`config.mk`:
```
export PLATFORM = sky130hd
export DESIGN_NAME = life_generation_row_stream_top
export DESIGN_NICKNAME = d
export VERILOG_FILES = /design/src/hdl/lgrs_pkg.sv /design/src/hdl/lgrs_cell.sv /design/src/hdl/lgrs_fifo.sv /design/src/hdl/life_generation_row_stream_top.sv
export SDC_FILE = /design/constraint.sdc
export NUM_CORES = 2
export LEC_CHECK = 0
export BUFFER_PORTS_ARGS = -buffer_cell sky130_fd_sc_hd__buf_2
export CAP_MARGIN = 40
export CORE_MARGIN = 2
export CORE_UTILIZATION = 30
export CTS_BUF_LIST = sky130_fd_sc_hd__clkbuf_4 sky130_fd_sc_hd__clkbuf_8 sky130_fd_sc_hd__clkbuf_16
export DETAILED_ROUTE_END_ITERATION = 6
export PLACE_DENSITY_LB_ADDON = 0.12
export SLEW_MARGIN = 20
export SYNTH_ARGS = -nofsm -noshare
export SYNTH_HDL_FRONTEND = slang
export SYNTH_SLANG_ARGS = --single-unit
export TNS_END_PERCENT = 100
```
`constraint.sdc`:
```
create_clock -name clk -period 8.6 [get_ports clk]
set_input_delay 1.72 -clock clk [delete_from_list [all_inputs] [get_ports clk]]
set_output_delay 1.72 -clock clk [all_outputs]
set_load 0.01 [all_outputs]
```
`src/hdl/lgrs_pkg.sv`:
```
// lgrs_pkg: shared constants and types for the row-streamed Life generation block
// used by lgrs_cell, lgrs_fifo and life_generation_row_stream_top; no dependencies
`timescale 1ns / 1ps

package lgrs_pkg;

  // row geometry: the row field is fixed at 64 bits, the grid may use fewer columns
  localparam int ROW_W       = 64;
  localparam int MAX_COLUMNS = 64;

  // column count register
  localparam int COL_W = 7;
  localparam logic [COL_W-1:0] COLS_RESET = COL_W'(40);

  // neighbourhood count, 0 to 9
  localparam int CNT_W = 4;
  localparam logic [CNT_W-1:0] BORN_COUNT = CNT_W'(3);
  localparam logic [CNT_W-1:0] KEEP_COUNT = CNT_W'(4);

  // result queue
  localparam int FIFO_DEPTH = 4;
  localparam int PTR_W      = $clog2(FIFO_DEPTH);
  localparam int FCNT_W     = $clog2(FIFO_DEPTH + 1);

  // per-column live counts handed between neighbouring cells
  typedef struct packed {
    logic [1:0] a;  // above + pending + incoming row
    logic [1:0] b;  // row above the incoming row + incoming row
  } col_sum_t;

  localparam col_sum_t ZERO_SUM = '{a: 2'd0, b: 2'd0};

  // control shared by every cell in the row
  typedef struct packed {
    logic load;          // an input item is accepted this cycle
    logic have_pending;  // a row is waiting for the row below it
    logic last;          // the incoming row is the bottom row
  } cell_ctrl_t;

  // one result item
  typedef struct packed {
    logic             last;
    logic [ROW_W-1:0] row;
  } res_t;

  // pushes into the result queue in one cycle
  typedef struct packed {
    logic a;  // result for the pending row
    logic b;  // result for the bottom row
  } push_t;

  // queue status
  typedef struct packed {
    logic [FCNT_W-1:0] count;
    logic              room;  // space for two results
  } fifo_stat_t;

endpackage

```
`src/hdl/lgrs_cell.sv`:
```
// lgrs_cell: one grid column; holds its bits of the two stored rows and
// computes both candidate next-generation bits; depends on lgrs_pkg
`timescale 1ns / 1ps

module lgrs_cell (
  input  logic                clk,
  input  logic                rst,
  input  lgrs_pkg::cell_ctrl_t ctrl,
  input  logic                mask,
  input  logic                row_bit,
  input  lgrs_pkg::col_sum_t  left,
  input  lgrs_pkg::col_sum_t  right,
  output lgrs_pkg::col_sum_t  own,
  output logic                gen_a,
  output logic                gen_b
);

  logic above;
  logic pending;

  logic a_up, a_mid, a_dn;
  logic b_up, b_mid;
  logic [lgrs_pkg::CNT_W-1:0] cnt_a;
  logic [lgrs_pkg::CNT_W-1:0] cnt_b;

  // window rows after width masking
  always_comb begin
    a_up  = above & mask;
    a_mid = pending & mask;
    a_dn  = row_bit & mask;
    b_up  = ctrl.have_pending ? a_mid : a_up;
    b_mid = a_dn;
  end

  // column sums handed to both neighbours
  assign own.a = {1'b0, a_up} + {1'b0, a_mid} + {1'b0, a_dn};
  assign own.b = {1'b0, b_up} + {1'b0, b_mid};

  // 3x3 counts, cell itself included
  assign cnt_a = {2'b00, left.a} + {2'b00, own.a} + {2'b00, right.a};
  assign cnt_b = {2'b00, left.b} + {2'b00, own.b} + {2'b00, right.b};

  // b3/s23 with the centre counted
  assign gen_a = mask & ((cnt_a == lgrs_pkg::BORN_COUNT) ||
                         (a_mid && (cnt_a == lgrs_pkg::KEEP_COUNT)));
  assign gen_b = mask & ((cnt_b == lgrs_pkg::BORN_COUNT) ||
                         (b_mid && (cnt_b == lgrs_pkg::KEEP_COUNT)));

  // stored rows shift down on each accepted item, cleared at the grid bottom
  always_ff @(posedge clk) begin
    if (rst) begin
      above   <= 1'b0;
      pending <= 1'b0;
    end else if (ctrl.load) begin
      if (ctrl.last) begin
        above   <= 1'b0;
        pending <= 1'b0;
      end else begin
        if (ctrl.have_pending) begin
          above <= a_mid;
        end
        pending <= a_dn;
      end
    end
  end

endmodule

```
`src/hdl/lgrs_fifo.sv`:
```
// lgrs_fifo: small result queue taking up to two items a cycle and giving one;
// depends on lgrs_pkg
`timescale 1ns / 1ps

module lgrs_fifo (
  input  logic                 clk,
  input  logic                 rst,
  input  lgrs_pkg::push_t      push,
  input  lgrs_pkg::res_t       data_a,
  input  lgrs_pkg::res_t       data_b,
  output logic                 out_valid,
  input  logic                 out_ready,
  output lgrs_pkg::res_t       out_data,
  output lgrs_pkg::fifo_stat_t stat
);

  lgrs_pkg::res_t mem [lgrs_pkg::FIFO_DEPTH];

  logic [lgrs_pkg::PTR_W-1:0]  wr_ptr;
  logic [lgrs_pkg::PTR_W-1:0]  rd_ptr;
  logic [lgrs_pkg::FCNT_W-1:0] count;
  logic [lgrs_pkg::FCNT_W-1:0] count_next;
  logic [lgrs_pkg::PTR_W-1:0]  wr_ptr_next;
  logic [lgrs_pkg::PTR_W-1:0]  b_ptr;
  logic                        pop;

  assign out_valid  = (count != '0);
  assign pop        = out_valid & out_ready;
  assign out_data   = mem[rd_ptr];
  assign stat.count = count;
  assign stat.room  = (count <= lgrs_pkg::FCNT_W'(lgrs_pkg::FIFO_DEPTH - 2));

  // the bottom-row item goes behind the pending-row item when both arrive
  assign b_ptr = push.a ? wr_ptr + lgrs_pkg::PTR_W'(1) : wr_ptr;

  always_comb begin
    count_next  = count + lgrs_pkg::FCNT_W'(push.a) + lgrs_pkg::FCNT_W'(push.b)
                  - lgrs_pkg::FCNT_W'(pop);
    wr_ptr_next = wr_ptr + lgrs_pkg::PTR_W'(push.a) + lgrs_pkg::PTR_W'(push.b);
  end

  // storage
  always_ff @(posedge clk) begin
    if (push.a) begin
      mem[wr_ptr] <= data_a;
    end
    if (push.b) begin
      mem[b_ptr] <= data_b;
    end
  end

  // pointers and fill count
  always_ff @(posedge clk) begin
    if (rst) begin
      wr_ptr <= '0;
      rd_ptr <= '0;
      count  <= '0;
    end else begin
      wr_ptr <= wr_ptr_next;
      count  <= count_next;
      if (pop) begin
        rd_ptr <= rd_ptr + lgrs_pkg::PTR_W'(1);
      end
    end
  end

endmodule

```
`src/hdl/life_generation_row_stream_top.sv`:
```
// life_generation_row_stream_top: row-streamed Life (b3/s23) generation step
// built from a row of lgrs_cell columns and an lgrs_fifo result queue; uses lgrs_pkg
//
// Usage:
//   Input channel (in_valid/in_ready) carries one grid row per item, bit c is
//   column c, with last_row marking the bottom row. Output channel
//   (out_valid/out_ready) carries next-generation rows; last_of_grid marks the
//   bottom one. Next row r is computed when row r+1 is accepted; the bottom row
//   also yields its own result in the same cycle, giving two items if a row is pending.
//   Configuration channel (cfg_valid/cfg_ready/cfg_data) writes columns_in_use;
//   columns at or above it read and output as dead. Write only when idle.
// Timing:
//   a result is written to the queue when the item that produces it is accepted.
//   One row is accepted every cycle while in_ready is high; the rate is set by the
//   result queue, which drains one item a cycle while out_ready is high; n rows give n results.
//   in_ready is high while the four-entry queue has room for two results.
// Reset (rst, synchronous): stored rows cleared, queue emptied, width set to 40.
// Stall: when out_ready is low the queue fills and in_ready drops; nothing is lost.
`timescale 1ns / 1ps

module life_generation_row_stream_top (
  input  logic                       clk,
  input  logic                       rst,
  input  logic                       in_valid,
  output logic                       in_ready,
  input  logic [lgrs_pkg::ROW_W-1:0] row_cells,
  input  logic                       last_row,
  output logic                       out_valid,
  input  logic                       out_ready,
  output logic [lgrs_pkg::ROW_W-1:0] next_row,
  output logic                       last_of_grid,
  input  logic                       cfg_valid,
  output logic                       cfg_ready,
  input  logic [lgrs_pkg::COL_W-1:0] cfg_data
);

  logic [lgrs_pkg::COL_W-1:0] columns_in_use;
  logic                       have_pending;
  logic [lgrs_pkg::ROW_W-1:0] mask;
  logic [lgrs_pkg::ROW_W-1:0] gen_a;
  logic [lgrs_pkg::ROW_W-1:0] gen_b;
  logic                       load;

  lgrs_pkg::col_sum_t   sums [lgrs_pkg::ROW_W];
  lgrs_pkg::cell_ctrl_t ctrl;
  lgrs_pkg::push_t      push;
  lgrs_pkg::res_t       data_a;
  lgrs_pkg::res_t       data_b;
  lgrs_pkg::res_t       out_data;
  lgrs_pkg::fifo_stat_t stat;

  // configuration register
  assign cfg_ready = 1'b1;

  always_ff @(posedge clk) begin
    if (rst) begin
      columns_in_use <= lgrs_pkg::COLS_RESET;
    end else if (cfg_valid && cfg_ready) begin
      columns_in_use <= cfg_data;
    end
  end

  // column mask, limited to the supported column count
  always_comb begin
    for (int c = 0; c < lgrs_pkg::ROW_W; c++) begin
      mask[c] = (lgrs_pkg::COL_W'(c) < columns_in_use) && (c < lgrs_pkg::MAX_COLUMNS);
    end
  end

  // input handshake and pending-row flag
  assign in_ready = stat.room;
  assign load     = in_valid & in_ready;

  always_ff @(posedge clk) begin
    if (rst) begin
      have_pending <= 1'b0;
    end else if (load) begin
      have_pending <= ~last_row;
    end
  end

  assign ctrl.load         = load;
  assign ctrl.have_pending = have_pending;
  assign ctrl.last         = last_row;

  // row of column cells, each trading column sums with its neighbours
  for (genvar c = 0; c < lgrs_pkg::ROW_W; c++) begin : g_col
    lgrs_pkg::col_sum_t left;
    lgrs_pkg::col_sum_t right;

    if (c == 0) begin : g_left_edge
      assign left = lgrs_pkg::ZERO_SUM;
    end else begin : g_left
      assign left = sums[c-1];
    end

    if (c == lgrs_pkg::ROW_W - 1) begin : g_right_edge
      assign right = lgrs_pkg::ZERO_SUM;
    end else begin : g_right
      assign right = sums[c+1];
    end

    lgrs_cell u_cell (
      .clk     (clk),
      .rst     (rst),
      .ctrl    (ctrl),
      .mask    (mask[c]),
      .row_bit (row_cells[c]),
      .left    (left),
      .right   (right),
      .own     (sums[c]),
      .gen_a   (gen_a[c]),
      .gen_b   (gen_b[c])
    );
  end

  // result queue
  assign push.a      = load & have_pending;
  assign push.b      = load & last_row;
  assign data_a.last = 1'b0;
  assign data_a.row  = gen_a;
  assign data_b.last = 1'b1;
  assign data_b.row  = gen_b;

  lgrs_fifo u_fifo (
    .clk       (clk),
    .rst       (rst),
    .push      (push),
    .data_a    (data_a),
    .data_b    (data_b),
    .out_valid (out_valid),
    .out_ready (out_ready),
    .out_data  (out_data),
    .stat      (stat)
  );

  assign next_row     = out_data.row;
  assign last_of_grid = out_data.last;

  // checks
  a_no_overflow: assert property (@(posedge clk) disable iff (rst)
    stat.count <= lgrs_pkg::FCNT_W'(lgrs_pkg::FIFO_DEPTH))
    else $error("result queue overflow");

  a_bottom_clears: assert property (@(posedge clk) disable iff (rst)
    (in_valid && in_ready && last_row) |=> !have_pending)
    else $error("pending row survived the bottom row");

  a_row_pending: assert property (@(posedge clk) disable iff (rst)
    (in_valid && in_ready && !last_row) |=> have_pending)
    else $error("accepted row not held as pending");

  a_result_shown: assert property (@(posedge clk) disable iff (rst)
    (in_valid && in_ready && last_row) |=> out_valid)
    else $error("bottom row gave no result");

endmodule

```
==> flow_summary.ini <==
[status]
status = finished, final reports clean

[clock_tree]
htreeDepth = 2
path_clk_slew_ns = 0.06
cts_max_path_buffers = 3
hold_buffers = 0
post_cts_buffers = 0
clk_latency_ns = 0.65
cts_tree = yes
cts_sinks = 405
cts_root_buffer = clkbuf_16
cts_buffers = 53
cts_resized = 0

[sta]
rsz0062_at_grt = false
final-hold-violation-count = 0
max_freq_mhz = 189
slew_violations = 0
final-setup-viol-count = 0
slew_headroom_pct = 41.1
timing.final.ws_setup_ns = 3.32
worst_slew_pin_slew_ns = 0.884
fin_worst_skew_ns = 0.0113
finalCriticalPeriod_ns = 5.28
setup-tns-final_ns = 0
fin_crit_sh_pct = 61.4

[synthesis]
async_reset_ff_share_pct = 0
synth_area_um2 = 39400
synth_xor_area_share_pct = 2.84
synth_compound_area_share_pct = 12.5
yosys.area.top_type = edfxtp_1
synth_ff_type = edfxtp_1
synth_edf_count = 256
syn_avg_cell_area_um2 = 10.6
synthAdderAreaFrac_pct = 30.1
synthesis.nets = 4540
synth_area_leaders = edfxtp_1 19%, fa_1 16%, ha_1 14%
synthSimpleGateAreaFrac_pct = 12.5
synth.area.mux_share_pct = 8.37
ys_ff_latch = 405
ys_seq_area_share_pct = 27.1
ys_warn_count = 0
ys_types = 85
syn_inst = 3703
synth_top_family_by_area = adder cells
synth_top_area_share_pct = 19.5

[final_layout]
post-route-util_pct = 33.7
drive_above_1_share_pct = 13.6
nNetsFinal = 4655
instances_no_fill = 5619
area_growth_pct = 12.0

[worst_setup_path]
cp-start-kind = flop
crit_chain = a21oi_1, buf_4, a31oi_1, and2_1, inv_1, fa_1, inv_1, ha_1, fa_1, inv_1, fa_1, xnor2_1, or3b_2, a2111o_1, mux2i_1
cp_max_fo = 28
crit_arrival_ns = 5.77
crit_required_ns = 9.09
crit_family = adder cells
crit_type = flop to flop
crit_path_end_kind = flop
path_buf_inv = 4
cp_slowest_cell = dfxtp_2
slowest_delay_ns = 0.73

[placed_design]
gp_congestion = 0.817
io_buffer_count = 143
hpwl_um = 94600
post-place-cells = 5513
dp_slack_ns = 3.09

[detailed_routing]
wl_per_cell_um = 23.2
via_per_inst = 5.16
routed_wl_um = 131000
vias = 29000
final_antenna_net_count = 0
drtPass1Iterations = 5
drc = 0
drt_iter0_drc = 1846

[power]
p_leak_nw = 18.0
switching_share_pct = 38.4
p_per_area_nw_per_um2 = 178
p_clk_share_pct = 29.8
p_comb_share_pct = 38.9
ir_drop_uv = 140
internal_power_mw = 4.83
switching_power_mw = 3.01
p_seq_share_pct = 31.3

[floorplanning]
dieArea_um2 = 134000
start_util_pct = 30.1
die_h_um = 367
die_x_um = 367
core.rowCount = 133
ios = 145
coreArea_um2 = 131000

[hold_path]
hold_class = flop to flop

[job]
drv_cap = 0

[global_route]
antenna_found_initial = 18
grt_max_degree = 62
grt-ovfl-total = 0
grt_pass1_vias = 29900
grt_pass1_wl_um = 195000
track_usage_pct = 19.4
[sequential cells by signal (all words and copies together), names as in the netlist, named ones only]
name / flops
u_fifo.wr_ptr: 2
columns_in_use: 7
u_fifo.rd_ptr: 2
u_fifo.mem: 260
have_pending: 1
u_fifo.count: 3
g_col.u_cell.pending: 64
g_col.u_cell.above: 64
[logic make-up (layout without fill, tap and decap cells)]
group	count (synthesis)	after routing
flops	405	405
buf+inv	621	778
xor+xnor	128	128
simple gates	880	880
compound gates	664	664
fa+ha+maj	760	760
other cells	1	5
mux	244	244
[synthesized netlist by cell type, drive strengths merged (5+ instances only)]
| master | n |
|---|---|
| or3b | 9 |
| nor3 | 13 |
| edfxtp | 256 |
| nand2 | 158 |
| a2bb2oi | 9 |
| or2 | 21 |
| or3 | 5 |
| nor2 | 158 |
| xor2 | 104 |
| xnor2 | 24 |
| nand3 | 69 |
| nor4 | 6 |
| o211a | 6 |
| and3 | 55 |
| and2 | 134 |
| mux2i | 143 |
| nand2b | 60 |
| nor2b | 29 |
| a21o | 41 |
| a31oi | 9 |
| buf | 103 |
| o22ai | 183 |
| a31o | 8 |
| nand3b | 58 |
| mux2 | 36 |
| nor4b | 56 |
| dfxtp | 149 |
| a22o | 10 |
| fa | 317 |
| o221ai | 40 |
| o21ai | 47 |
| a32oi | 109 |
| o211ai | 38 |
| and3b | 8 |
| a22oi | 12 |
| mux4 | 65 |
| nand4 | 30 |
| clkbuf | 49 |
| ha | 443 |
| o21a | 5 |
| a21oi | 125 |
| inv | 469 |
[metrics by stage]
stage	hold slack, ns	cell area [µm²]	total power [mW]
final	0.452	44200	7.84
after global routing	0.471	44100	8.31
after CTS	0.450	44100	7.95
after detailed placement	0.440	42300	5.57
after global placement	0.434	42000	5.52
after floorplan	0.418	39400	4.39
[cells in the final DEF (no fill, tap or decap), types with 40 or more instances in the layout]
cell       instances
inv_1            466
ha_1             443
fa_1             317
edfxtp_1         256
nor2_1           156
nand2_1          153
dfxtp_1          144
mux2i_1          143
buf_2            143
o22ai_1          142
and2_1           133
a21oi_1          123
a32oi_1          109
xor2_1           104
nand3_1           68
mux4_2            65
nand2b_1          60
nand3b_1          58
nor4b_1           55
and3_1            55
clkbuf_16         53
buf_4             53
a21o_1            40
o22ai_2           40
[worst min-delay path, cell delays in order, from the launching register on]
cell and delay (ns):
dfxtp_1 0.31, nand2_1 0.05, nand2_1 0.05
[worst paths after layout]
kind / slack, ns / cells past startpoint / start / to
min: 0.45 / 2 / u_fifo.mem[1][64]$_SDFFE_PP1P_ / u_fifo.mem[1][64]$_SDFFE_PP1P_
min reg2reg: 0.45 / 2 / u_fifo.mem[1][64]$_SDFFE_PP1P_ / u_fifo.mem[1][64]$_SDFFE_PP1P_
max: 3.32 / 15 / columns_in_use[4]$_SDFFE_PP0P_ / u_fifo.mem[0][51]$_DFFE_PP_
max reg2reg: 3.32 / 15 / columns_in_use[4]$_SDFFE_PP0P_ / u_fifo.mem[0][51]$_DFFE_PP_
[routing by layer]
| layer | up-vias | global-route usage, % | routed length [µm] |
|---|---|---|---|
| li1 | 13700 | - | - |
| met1 | 14600 | 27.0 | 61100 |
| met2 | 592 | 31.7 | 60700 |
| met3 | 158 | 2.46 | 5660 |
| met4 | 10 | 4.82 | 3060 |
| met5 | - | 0 | 66 |
[power groups by stage]
stage / clock, mW / sequential [mW] / combinational [mW]
global placement: 0 / 2.53 / 2.99
CTS: 2.41 / 2.46 / 3.08
finish: 2.34 / 2.46 / 3.05
floorplan: 0 / 2.40 / 1.99
global route: 2.46 / 2.48 / 3.37
detailed placement: 0 / 2.50 / 3.07
[final cells by class]
| type | count | area, µm² |
|---|---|---|
| clock buffers | 66 | 1430 |
| diodes | 4 | 10.0 |
| fillers | 13300 | 86800 |
| well taps | 1755 | 2200 |
| inverters | 469 | 1760 |
| flip-flops and latches | 405 | 10700 |
| repair buffers | 212 | 1440 |
| multi-input cells | 2677 | 26300 |
| clock inverters | 31 | 320 |
Power figures use the tool's default switching activity.
